### src/brf_pkg.sv
// ----------------------------------------------------------------------------
// brf_pkg: shared types and constants of the byte ring buffer
// Command and status codes, the decoded operation type and the request
// record that travels from the front end to the execution back end.
// ----------------------------------------------------------------------------
package brf_pkg;

    localparam int unsigned CAPACITY_DEF = 1024;

    // command codes at the input port
    localparam logic [2:0] CMD_RESET   = 3'd0;
    localparam logic [2:0] CMD_OPEN    = 3'd1;
    localparam logic [2:0] CMD_PUSH    = 3'd2;
    localparam logic [2:0] CMD_READ    = 3'd3;
    localparam logic [2:0] CMD_PEEK    = 3'd4;
    localparam logic [2:0] CMD_CONSUME = 3'd5;

    // result status codes
    localparam logic [1:0] ST_OK        = 2'd0;
    localparam logic [1:0] ST_NO_SPACE  = 2'd1;
    localparam logic [1:0] ST_BAD       = 2'd2;
    localparam logic [1:0] ST_COMMITTED = 2'd3;

    typedef enum logic [2:0] {
        OP_RESET,
        OP_OPEN,
        OP_OPEN_EMPTY,
        OP_PUSH,
        OP_READ,
        OP_PEEK,
        OP_CONSUME,
        OP_BAD
    } t_op;

    typedef struct packed {
        t_op         op;
        logic [31:0] length;
        logic [7:0]  data_byte;
        logic [9:0]  read_index;
    } t_req;

endpackage

### src/brf_front.sv
// ----------------------------------------------------------------------------
// brf_front: input front end
// Takes input transfers while the request queue has room and classifies the
// command into an operation for the back end.
// ----------------------------------------------------------------------------
module brf_front (
    input  logic          i_valid,
    input  logic [2:0]    i_command,
    input  logic [31:0]   i_length,
    input  logic [7:0]    i_data_byte,
    input  logic [9:0]    i_read_index,
    input  logic          i_q_full,
    output logic          o_ready,
    output logic          o_push,
    output brf_pkg::t_req o_req
);

    brf_pkg::t_op s_op;

    always_comb begin
        case (i_command)
            brf_pkg::CMD_RESET:   s_op = brf_pkg::OP_RESET;
            // a zero-length open is a no-op, flag it here
            brf_pkg::CMD_OPEN:    s_op = (i_length == 32'd0) ? brf_pkg::OP_OPEN_EMPTY
                                                             : brf_pkg::OP_OPEN;
            brf_pkg::CMD_PUSH:    s_op = brf_pkg::OP_PUSH;
            brf_pkg::CMD_READ:    s_op = brf_pkg::OP_READ;
            brf_pkg::CMD_PEEK:    s_op = brf_pkg::OP_PEEK;
            brf_pkg::CMD_CONSUME: s_op = brf_pkg::OP_CONSUME;
            default:              s_op = brf_pkg::OP_BAD;
        endcase
    end

    assign o_ready          = !i_q_full;
    assign o_push           = i_valid && !i_q_full;
    assign o_req.op         = s_op;
    assign o_req.length     = i_length;
    assign o_req.data_byte  = i_data_byte;
    assign o_req.read_index = i_read_index;

endmodule

### config.mk
export PLATFORM = sky130hd
export DESIGN_NAME = brf_front
export DESIGN_NICKNAME = d
export VERILOG_FILES = /design/src/brf_pkg.sv /design/src/brf_front.sv
export SDC_FILE = /design/constraint.sdc
export NUM_CORES = 1
export LEC_CHECK = 0
export BUFFER_PORTS_ARGS = -buffer_cell sky130_fd_sc_hd__buf_4
export CAP_MARGIN = 20
export CORE_AREA = 2 2 49 51
export DETAILED_ROUTE_END_ITERATION = 6
export DIE_AREA = 0 0 51 53
export GPL_ROUTABILITY_DRIVEN = 0
export PLACE_DENSITY = 0.81
export SYNTH_ARGS = -nofsm -noshare
export SYNTH_HDL_FRONTEND = slang
export SYNTH_SLANG_ARGS = --single-unit
### constraint.sdc
create_clock -name vclk -period 1.2
set_clock_uncertainty 0.05 [all_clocks]
set_input_delay 0.24 -clock vclk [all_inputs]
set_output_delay 0.24 -clock vclk [all_outputs]
set_load 0.03 [all_outputs]
==> summary.md <==
| Metric | Value |
|---|---|
| Status | `finished with violations` |
| Failing checks | `negative setup slack` |
| Number of fill cells | `approximately 200` |
| GRT Residual Overflow | `0` |
| Max Fclk | `roughly 640 MHz` |
| Mux cell area share after synthesis | `0%` |
| Maximum vdd ir drop | `0.242 mV` |
| Design Area, Final | `977 sq um` |
| FF/Latch Area | `0 sq um` |
| Top cell type's share of synthesized area | `71.9%` |
| Finished Core Util | `between 40% and 50%` |
| Hold Vio Cnt, Final | `0` |
| First-pass DRT Iterations | `2` |
| Fin. max-slew vios | `0` |
| Diode count | `0` |
| P per Cell Area | `about 470 mW/mm^2` |
| Synth Area in Adders | `0%` |
| Routed vias/inst | `4.39` |
| Post-Synth Simple-Gate Area | `21.1%` |
| Finish-stage setup viols | `2` |
| HP Class | `in2out` |
| Synthesis-to-layout area growth | `87.3%` |
| Post-synth top area cell | `buf_4` |
| Leading post-synthesis cells by cell area | `buf_4 72%, nor4_2 9.6%, nor4_1 4.8%` |
| Req. time, crit path | `roughly 910 ps` |
| Largest family of logic cells by synthesized area | `buffers and inverters` |
| Count leader, synth | `buf_4` |
| Detailed-route via count | `575` |
| Initial antenna violation count | `0` |
| Initial Utilization | `24.3%` |
| Port-buffer cells | `74` |
| Synthesized area | `522 sq um` |
| Crit Path Max Fanout | `2` |
| Critical Path Start Type | `input pin` |
| Post-synthesis xor/xnor area fraction | `0%` |
| Hold_buf cts | `0` |
| Most frequent cells after synthesis | `50 x buf_4, 4 x nor4_1, 4 x nor4_2` |
| Net Count, Synth | `125` |
| Largest net degree at the start of global routing | `5` |
| Max-capacitance violation count | `0` |
| Clkbuf count | `0` |
| Ratio of cells with drive above 1 in the final layout | `91.3%` |
| Fin crit period | `around 1600 ps` |
| Worst setup margin | `-357 ps` |
| DR WL/cell | `13.0 um` |
| Post-Route WL | `1.70 mm` |
| Worst Setup Path Type | `in2out` |
| Area after DPL | `876 sq um` |
| Die area | `roughly 0.0027 sq mm` |
| # IOs | `110` |
| # rows | `17` |
| Routed Antenna Nets | `0` |
| Vias in the first global route | `518` |
| Final cell count without fillers | `131` |
| Max-slew headroom | `between 80 and 90%` |
| Initial DRC Count | `1` |
| GRT Util Overall | `a little over a tenth` |
| Crit end category | `output port` |
| Die Y | `53 um` |
| Nets | `160` |
| Placed Instances | `130` |
| Unrepaired setup endpoints after global routing | `yes` |
| Core area | `0.00215 sq mm` |
| LEAKAGE | `0.463 nW` |
| Compound-Gate Fraction of Synth Area | `6.24%` |
| Worst EP arrival | `1270 ps` |
| Seq_cells | `0` |
| DP HPWL | `1.47 mm` |
| Fin crit share | `130%` |
| Slew @ Worst Pin | `roughly 230 ps` |
| Synth Instances | `70` |
| Yosys warnings | `0` |
| Post-synth cell types | `11` |
| Average cell area after synthesis | `7.45 sq um` |
| First-pass GRT wire length | `2.26 mm` |
| Sequential area share after synthesis | `0%` |
| Residual DRC | `0` |
| Die X | `a little over 50 um` |
## worst max-delay path, cell delays in order
cell and delay, ps:
buf_6 100, nor4_4 260, nand4_1 120, buf_4 170, o31ai_4 220, buf_6 160
## area by class of cell
| cell class | instances | area [sq um] | area share [%] |
|---|---|---|---|
| Timing Repair Buffer | 83 | 679 | 69.5 |
| Tap cell | 28 | 35.0 | 3.59 |
| Inverter | 1 | 3.75 | 0.384 |
| Multi-Input combinational cell | 19 | 259 | 26.5 |
## routing by layer
| metal | wire [um] | vias to the layer above | global-route usage (%) |
|---|---|---|---|
| met5 | 0 | - | 0 |
| met4 | 0 | 0 | 0 |
| met3 | 347 | 0 | 4.24 |
| met2 | 820 | 72 | 21.9 |
| met1 | 532 | 250 | 10.8 |
| li1 | - | 253 | - |
## path summary, 6_finish.rpt
path,startpoint,endpoint,depth (start not counted)
max,i_length[30],o_req[51],6
min,i_read_index[0],o_req[0],0
## per-stage QoR
stage	total power [mW]	worst slack (ps)	TNS (ps)	hold slack, ps
floorplan	0.369	-168	-266	531
CTS	0.463	-360	-705	430
detailed placement	0.433	-481	-862	430
finish	0.464	-357	-696	430
global route	0.484	-428	-843	430
global placement	0.427	-467	-843	430
## power by group
group          internal [mW]  switching [mW]  total, mW
logic                  0.219           0.245      0.464
registers                  0               0          0
clock network              0               0          0
## cells by family after synthesis
family / Yosys count
buffers and inverters: 51
AND/OR/NAND/NOR: 14
AO/OA/AOI/OAI: 5
## cell usage in the layout (no fill, tap or decap)
cell	Yosys	final
buf_4	50	68
buf_6	0	15
nor4_4	0	7
nand4_1	2	2
nor2b_1	2	2
a21oi_1	2	2
o31ai_4	0	2
nor4_2	4	1
nand2b_1	1	1
a21o_1	1	1
nor2_2	0	1
inv_1	1	1
## what timing repair did
action	4_1_cts	5_1_grt
setup buffers	0	1
pin swaps	8	4
gates resized for setup	19	1
setup endpoints to repair	2	2
hold endpoints to repair	0	0
(Power assumes the default switching activity.)
