--- config.mk ---
export PLATFORM = sky130hd
export DESIGN_NAME = brf_queue
export DESIGN_NICKNAME = d
export VERILOG_FILES = /design/src/brf_pkg.sv /design/src/brf_queue.sv
export SDC_FILE = /design/constraint.sdc
export NUM_CORES = 1
export LEC_CHECK = 0
export BUFFER_PORTS_ARGS = -buffer_cell sky130_fd_sc_hd__buf_2
export CORE_MARGIN = 2
export CORE_UTILIZATION = 39
export CTS_BUF_LIST = sky130_fd_sc_hd__clkbuf_4 sky130_fd_sc_hd__clkbuf_8
export DETAILED_ROUTE_END_ITERATION = 8
export PLACE_DENSITY = 0.58
export SETUP_SLACK_MARGIN = 0.5
export SLEW_MARGIN = 30
export SYNTH_ARGS = -nofsm -noshare
export SYNTH_HDL_FRONTEND = slang
export SYNTH_SLANG_ARGS = --single-unit
--- constraint.sdc ---
create_clock -name i_clk -period 5.9 [get_ports i_clk]
set_clock_uncertainty 0.2 [all_clocks]
set_input_delay 0.59 -clock i_clk [delete_from_list [all_inputs] [get_ports i_clk]]
set_output_delay 0.59 -clock i_clk [all_outputs]
set_load 0.005 [all_outputs]
--- src/brf_pkg.sv ---
// ----------------------------------------------------------------------------
// brf_pkg: shared types and constants of the byte ring buffer
// Command and status codes, the decoded operation type and the request
// record that travels from the front end to the execution back end.
// ----------------------------------------------------------------------------
package brf_pkg;

    localparam int unsigned CAPACITY_DEF = 1024;

    // command codes at the input port
    localparam logic [2:0] CMD_RESET   = 3'd0;
    localparam logic [2:0] CMD_OPEN    = 3'd1;
    localparam logic [2:0] CMD_PUSH    = 3'd2;
    localparam logic [2:0] CMD_READ    = 3'd3;
    localparam logic [2:0] CMD_PEEK    = 3'd4;
    localparam logic [2:0] CMD_CONSUME = 3'd5;

    // result status codes
    localparam logic [1:0] ST_OK        = 2'd0;
    localparam logic [1:0] ST_NO_SPACE  = 2'd1;
    localparam logic [1:0] ST_BAD       = 2'd2;
    localparam logic [1:0] ST_COMMITTED = 2'd3;

    typedef enum logic [2:0] {
        OP_RESET,
        OP_OPEN,
        OP_OPEN_EMPTY,
        OP_PUSH,
        OP_READ,
        OP_PEEK,
        OP_CONSUME,
        OP_BAD
    } t_op;

    typedef struct packed {
        t_op         op;
        logic [31:0] length;
        logic [7:0]  data_byte;
        logic [9:0]  read_index;
    } t_req;

endpackage

--- src/brf_queue.sv ---
// ----------------------------------------------------------------------------
// brf_queue: request queue
// Two-entry queue that decouples the front end from the back end.
// ----------------------------------------------------------------------------
module brf_queue (
    input  logic          i_clk,
    input  logic          i_rst_n,
    input  logic          i_push,
    input  brf_pkg::t_req i_req,
    input  logic          i_pop,
    output logic          o_full,
    output logic          o_nempty,
    output brf_pkg::t_req o_req
);

    brf_pkg::t_req r_slot [2];
    logic          r_wp;
    logic          n_wp;
    logic          r_rp;
    logic          n_rp;
    logic [1:0]    r_cnt;
    logic [1:0]    n_cnt;

    always_comb begin
        n_wp  = i_push ? !r_wp : r_wp;
        n_rp  = i_pop  ? !r_rp : r_rp;
        n_cnt = r_cnt + 2'(i_push) - 2'(i_pop);
    end

    always_ff @(posedge i_clk) begin
        if (!i_rst_n) begin
            r_wp  <= 1'b0;
            r_rp  <= 1'b0;
            r_cnt <= 2'd0;
        end else begin
            r_wp  <= n_wp;
            r_rp  <= n_rp;
            r_cnt <= n_cnt;
        end
    end

    always_ff @(posedge i_clk) begin
        if (i_push) begin
            r_slot[r_wp] <= i_req;
        end
    end

    assign o_full   = (r_cnt == 2'd2);
    assign o_nempty = (r_cnt != 2'd0);
    assign o_req    = r_slot[r_rp];

endmodule

==> results of run 1 <==
path summary, 6_finish.rpt:
check,cells after the start,slack (ns),end,from
max,3,3.34,o_req[52],flip-flop
min,1,0.21,r_slot[0][20],i_req[20]
max reg2reg,2,3.92,r_slot[0][6],r_wp
min reg2reg,2,0.37,flip-flop,r_rp
worst register-to-register path: stages (launching register included):
cell,delay [ns]
dfxtp_1,0.35
nor2b_4,0.53
buf_4,0.52
per-stage QoR:
stage,instances,cell area [sq um],power [mW]
floorplan,186,4307,1.071
finish,450,5151,1.511
detailed placement,433,4954,1.140
global placement,433,4954,1.135
CTS,449,5124,1.537
global route,450,5151,1.580
power groups by stage:
stage / logic (mW) / registers [mW] / clock network (mW)
2_1_floorplan: 0.133 / 0.938 / 0
3_3_place_gp: 0.177 / 0.958 / 0
3_5_place_dp: 0.179 / 0.961 / 0
4_1_cts: 0.180 / 0.943 / 0.414
5_1_grt: 0.208 / 0.934 / 0.439
6_report: 0.189 / 0.929 / 0.394
registers in the layout (all words and copies together) (netlist names), named ones only:
register,cells
r_rp,1
r_cnt,2
r_wp,1
r_slot,106
area by class of cell:
class | instances | share of cell area (%)
Inverter | 2 | 0.1457
Multi-Input combinational cell | 67 | 17.73
Clock inverter | 7 | 0.8987
Tap cell | 140 | 3.401
Clock buffer | 9 | 2.405
Timing Repair Buffer | 114 | 11.61
Sequential cell | 111 | 63.81
cell usage after synthesis (all sizes together):
master | number | share of area, %
edfxtp | 106 | 74
mux2 | 53 | 18
buf | 6 | 2.6
dfxtp | 5 | 2.3
and2 | 4 | 0.58
nor2b | 4 | 0.58
ha | 2 | 0.58
inv | 2 | 0.17
o21a | 1 | 0.17
or2 | 1 | 0.15
xnor3 | 1 | 0.52
xor2 | 1 | 0.20
logic make-up (layout without fill, tap and decap cells):
| logic type | count (synthesis) | after routing | share of synthesized area, % |
|---|---|---|---|
| DFF | 111 | 111 | 76.23 |
| AOI/OAI and AO/OA | 1 | 1 | 0.1744 |
| adders and majority gates | 2 | 2 | 0.5810 |
| and+or+nand+nor | 9 | 9 | 1.307 |
| buffers and inverters | 8 | 132 | 2.760 |
| muxes | 53 | 53 | 18.22 |
| xor gates and xnor gates | 2 | 2 | 0.7263 |
metal layers:
metal / vias up / GRT usage (%)
li1: 956 / -
met1: 952 / 12.19
met2: 65 / 21.03
met3: 9 / 2.809
met4: 0 / 6.319
met5: - / 0
==> summary.md, run 1 <==
| Metric | Value |
|---|---|
| Outcome | `finished clean` |
| CP max stage cell | `dfxtp_4` |
| Initial antenna violation count | `0` |
| Commonest non-fill, non-tap cell in the layout | `buf_2` |
| Ports | `112` |
| Synthesized Nets | `245` |
| Core Rows | `38` |
| Initial core utilization | `39.90%` |
| Logic pwr share | `12.5%` |
| Synthesized area per cell | `23.15 sq um` |
| RSZ-0062 raised after global routing | `false` |
| Gr usage total | `11.56%` |
| Clock power frac | `26.0%` |
| Drt total wl | `6.760 mm` |
| CP Class | `flip-flop to primary output` |
| VDD IR max | `0.1184 mV` |
| # fillers | `932` |
| TritonCTS clock tree | `yes` |
| Slew Viols, Final | `0` |
| Crit share post-route | `43.32%` |
| Num CTS Buffers | `9` |
| P_int | `1.178 mW` |
| Setup ws final | `3.344 ns` |
| Most frequent cells in the layout | `buf_2 (111), edfxtp_1 (106), mux2_4 (50)` |
| Setup_tns | `0 ns` |
| Hold WC Path Type | `input pin to flip-flop` |
| N_diodes | `0` |
| Post-synthesis sequential area ratio | `76.23%` |
| DPL Wire Length | `4.491 mm` |
| Die extent in y | `109.1 um` |
| Layout overhead on the synthesized area | `19.61%` |
| Synthesized area | `4307 sq um` |
| First-pass GRT wire length | `9.880 mm` |
| Reg clk slew, reported paths | `0.10 ns` |
| Skew-Pair Late Insertion Delay | `0.35 ns` |
| Share of cells above drive strength 1 | `59.68%` |
| Via Count | `1,982` |
| Cts repair resizes | `0` |
| CP required | `5.11 ns` |
| Slew headroom | `57.42%` |
| Max incr delay on CP | `0.62 ns` |
| Met2 wire length | `3.666 mm` |
| Final setup viols | `0` |
| WL/cell | `15.02 um` |
| Highest Signal Layer | `met4` |
| Critical path fanouts, max | `34` |
| M1 WL | `2.575 mm` |
| Antenna Nets Post-Route | `0` |
| Synth Warn # | `0` |
| Routability Congestion | `0.6492` |
| Largest net degree at the start of global routing | `54` |
| Clk sinks | `111` |
| Crit path DAT | `1.77 ns` |
| Hold Slack | `0.2133 ns` |
| Postcts setup bufs | `0` |
| Sequential share of power | `61.5%` |
| Clk root buf | `clkbuf_8` |
| Die width | `109.1 um` |
| Sw power | `0.3337 mW` |
| Final net count | `364` |
| #FFs+latches synth | `111` |
| Critical Path Source Type | `flip-flop` |
| I/O Buffers | `111` |
| DIE AREA | `11,900 sq um` |
| Crit-path cells | `buf_16 -> mux2_2 -> buf_2` |
| Max cap viols | `0` |
| Vias/cell | `4.404` |
| Final Core Density | `47.73%` |
| # DRC | `0` |
| Max Fclk | `391.2 MHz` |
| Final critical-path required period | `2.556 ns` |
| Synth unique cells | `14` |
| LEAKAGE | `2.043 nW` |
| FF+latch area | `3287 sq um` |
| Sw frac | `22.08%` |
| Cts hold-fix bufs | `0` |
| DR pass1 iterations | `4` |
| CTS max path bufs | `2` |
| Vias in the first global route | `2,076` |
| 1st-iter DRT viols | `71` |
| Dpl ws | `3.488 ns` |
| Cell Pwr Density | `293.4 nW/um^2` |
| Worst path bufs/invs | `2` |
| H-tree Lvls | `3` |
| Worst Setup End Kind | `primary output` |
| Actual slew at the worst max-slew pin | `0.6374 ns` |
| Final hold vios | `0` |
| Crit path max-delay family | `flip-flops` |
| Area of the multi-input gates | `913.4 sq um` |
| Total grt overflow | `0` |
| Core area | `10,790 sq um` |
| Cells after synthesis | `186` |
| Met3 wire len | `393 um` |
(Power assumes the default switching activity.)
==> run 2, diff against run 1 <==
--- a/config.mk
+++ b/config.mk
@@ -10,7 +10,7 @@
 export CORE_UTILIZATION = 39
 export CTS_BUF_LIST = sky130_fd_sc_hd__clkbuf_4 sky130_fd_sc_hd__clkbuf_8
 export DETAILED_ROUTE_END_ITERATION = 8
-export PLACE_DENSITY = 0.58
+export PLACE_DENSITY = 0.6
 export SETUP_SLACK_MARGIN = 0.5
 export SLEW_MARGIN = 30
 export SYNTH_ARGS = -nofsm -noshare
==> constraint.sdc (replaced) <==
create_clock -name i_clk -period 2.15 [get_ports i_clk]
set_clock_uncertainty 0.2 [all_clocks]
set_input_delay 0.215 -clock i_clk [delete_from_list [all_inputs] [get_ports i_clk]]
set_output_delay 0.215 -clock i_clk [all_outputs]
set_load 0.005 [all_outputs]
==> run 2 against run 1 <==
  * Combinational power increased to 3.7 times the previous value
  * Register-to-register slack worse by 3.2 ns
  * Cell area increased by 15%
  * Sequential power rose to 2.7 times the previous value
  * Largest power group unchanged
  * Utilization up 7.2 points
  * Routed wire length rose by 12%
  * Total power rose to 3.0 times the previous value
  * First-iteration DRC count decreased by 30%
  * Flip-flop and latch count unchanged
  * Worst setup slack worse by 3.1 ns
  * Clock-buffer cell count increased by 1
==> summary.md, run 2 (synthesis gave the netlist of run 1 again) <==
| Metric | Value |
|---|---|
| Final critical-path required period | `1.874 ns` |
| Max Fclk | `533.7 MHz` |
| FF+latch area | `3289 sq um (was 3287 sq um)` |
| Max cap viols | `0 (unchanged)` |
| Critical path fanouts, max | `10 (was 34)` |
| Top reg by flops | `r_slot (unchanged)` |
| Hold WC Path Type | `input pin to flip-flop (unchanged)` |
| Crit path DAT | `1.46 ns (was 1.77 ns)` |
| Hold Slack | `0.01683 ns (was 0.2133 ns)` |
| CP Class | `flip-flop to primary output (unchanged)` |
| Cell Pwr Density | `760.6 nW/um^2 (was 293.4 nW/um^2)` |
| GRT busiest layer | `met2 (unchanged)` |
| VDD IR max | `0.3869 mV (was 0.1184 mV)` |
| Setup_tns | `0 ns (unchanged)` |
| Clk root buf | `clkbuf_8 (unchanged)` |
| Critical Path Source Type | `flip-flop (unchanged)` |
| Area of the multi-input gates | `913.4 sq um (unchanged)` |
| Drt total wl | `7.572 mm (was 6.760 mm)` |
| Sequential share of power | `56.2% (was 61.5%)` |
| Worst r2r path cells | `6 (was 2)` |
| N_diodes | `0 (unchanged)` |
| Worst R2R Setup Slack | `0.74 ns (was 3.92 ns)` |
| DR pass1 iterations | `4 (unchanged)` |
| Core Rows | `38 (unchanged)` |
| CTS max path bufs | `2 (unchanged)` |
| Top Registers | `r_slot: 106 flops, r_cnt: 2 flops (unchanged)` |
| First-pass GRT wire length | `11.12 mm (was 9.880 mm)` |
| Number of flip-flops in the largest register | `106 (unchanged)` |
| # DRC | `0 (unchanged)` |
| Antenna Nets Post-Route | `0 (unchanged)` |
| Worst Setup End Kind | `primary output (unchanged)` |
| Core area | `10,790 sq um (unchanged)` |
| Slew headroom | `82.33% (was 57.42%)` |
| Initial antenna violation count | `0 (unchanged)` |
| TritonCTS clock tree | `yes (unchanged)` |
| DIE AREA | `11,900 sq um (unchanged)` |
| Reg clk slew, reported paths | `0.09 ns (was 0.10 ns)` |
| Largest net degree at the start of global routing | `46 (was 54)` |
| H-tree Lvls | `3 (unchanged)` |
| P_int | `3.589 mW (was 1.178 mW)` |
| Sw power | `0.9218 mW (was 0.3337 mW)` |
| GR Layer Usage met3 | `2.809% (unchanged)` |
| Final setup viols | `0 (unchanged)` |
| WL/cell | `14.76 um (was 15.02 um)` |
| Layout overhead on the synthesized area | `37.71% (was 19.61%)` |
| Commonest non-fill, non-tap cell in the layout | `edfxtp_1 (was buf_2)` |
| LEAKAGE | `2.379 nW (was 2.043 nW)` |
| Worst hold path depth | `3 (was 1)` |
| Tot Pwr | `4.511 mW (was 1.511 mW)` |
| Vias in the first global route | `2,340 (was 2,076)` |
| Share of cells above drive strength 1 | `52.55% (was 59.68%)` |
| Logic pwr share | `15.3% (was 12.5%)` |
| Hold EP | `r_wp (was r_slot[0][20])` |
| Die extent in y | `109.1 um (unchanged)` |
| Vias/cell | `4.384 (was 4.404)` |
| Sw frac | `20.44% (was 22.08%)` |
| Final Core Density | `54.95% (was 47.73%)` |
| Final net count | `428 (was 364)` |
| Skew-Pair Late Insertion Delay | `0.35 ns (about the same)` |
| Via Count | `2,249 (was 1,982)` |
| R2r startpoint | `r_cnt[0] (was r_wp)` |
| Die width | `109.1 um (unchanged)` |
| RR Endpoint | `r_cnt[1] (was r_slot[0][6])` |
| Ports | `112 (unchanged)` |
| DPL Wire Length | `4.579 mm (was 4.491 mm)` |
| I/O Buffers | `111 (unchanged)` |
| Global-route met2 utilization | `23.38% (was 21.03%)` |
| Slew Viols, Final | `0 (unchanged)` |
| Cell Count, Final, Fillers Out | `513 (was 450)` |
| # fillers | `861 (was 932)` |
| Outcome | `finished clean (unchanged)` |
| Met1 Usage GRT | `13.98% (was 12.19%)` |
| Gr usage total | `12.90% (was 11.56%)` |
| Routability Congestion | `0.6451 (was 0.6492)` |
| Clock power frac | `28.6% (was 26.0%)` |
| Actual slew at the worst max-slew pin | `0.2651 ns (was 0.6374 ns)` |
| Initial core utilization | `39.90% (unchanged)` |
| Most frequent cells in the layout | `edfxtp_1 (106), buf_2 (102), dlygate4sd3_1 (55) (was buf_2 (111), edfxtp_1 (106), mux2_4 (50))` |
| Final hold vios | `0 (unchanged)` |
| RSZ-0062 raised after global routing | `true (was false)` |
| 1st-iter DRT viols | `50 (was 71)` |
| Clk sinks | `111 (unchanged)` |
| Crit share post-route | `87.14%` |
| Hold Crit Start | `i_push (was i_req[20])` |
| CP required | `1.74 ns (was 5.11 ns)` |
| Num CTS Buffers | `9 (unchanged)` |
| Total grt overflow | `0 (unchanged)` |
| Placed Cells incl. Taps | `437 (was 433)` |
-- run 2: power by group through the flow --
stage / logic [mW] / registers (mW) / clock network, mW
CTS: 0.660 / 2.53 / 1.35
detailed placement: 0.556 / 2.60 / 0
floorplan: 0.366 / 2.57 / 0
global placement: 0.547 / 2.59 / 0
finish: 0.690 / 2.53 / 1.29
global route: 0.747 / 2.55 / 1.42
-- run 2: timing repair --
item | CTS | global route
gates cloned | 0 | 2
endpoints found under the setup margin | 53 | 54
endpoints found under the hold margin | 111 | 0
buffers inserted | 3 | 1
pin swaps | 0 | 1
hold buffers | 55 | 0
resized for setup | 2 | 9
-- run 2: metrics by stage --
stage	worst slack, ns	area, sq um
floorplan	0.4090	4317
global placement	0.4731	5035
detailed placement	0.4704	5035
CTS	0.2441	5823
global route	0.2221	5931
finish	0.2764	5931
-- run 2: layer usage --
metal,up-vias,routed length [um]
li1,1089,-
met1,1089,3078
met2,62,4015
met3,9,337
met4,0,141
met5,-,0
-- run 2: area by class of cell --
class	count	area share [%]
sequential	111	55.46
timing repair buffer	178	22.60
multi-input combinational	67	15.40
tap	140	2.954
clock buffer	10	2.215
clock inverter	5	1.245
inverter	2	0.1266
-- run 2: critical path, cell delays in order (launching register included) --
cell	delay, ns
dfxtp_4	0.40
buf_12	0.12
buf_12	0.14
mux2_4	0.31
buf_2	0.13
-- run 2: worst max-delay path by stage --
stage	endpoint	slack [ns]	cells past startpoint
after floorplan	r_slot[0][0]	0.41	1
after global placement	o_req[1]	0.47	3
after detailed placement	o_req[1]	0.47	3
after CTS	o_req[1]	0.24	3
after global routing	o_req[43]	0.22	4
final	o_req[43]	0.28	4
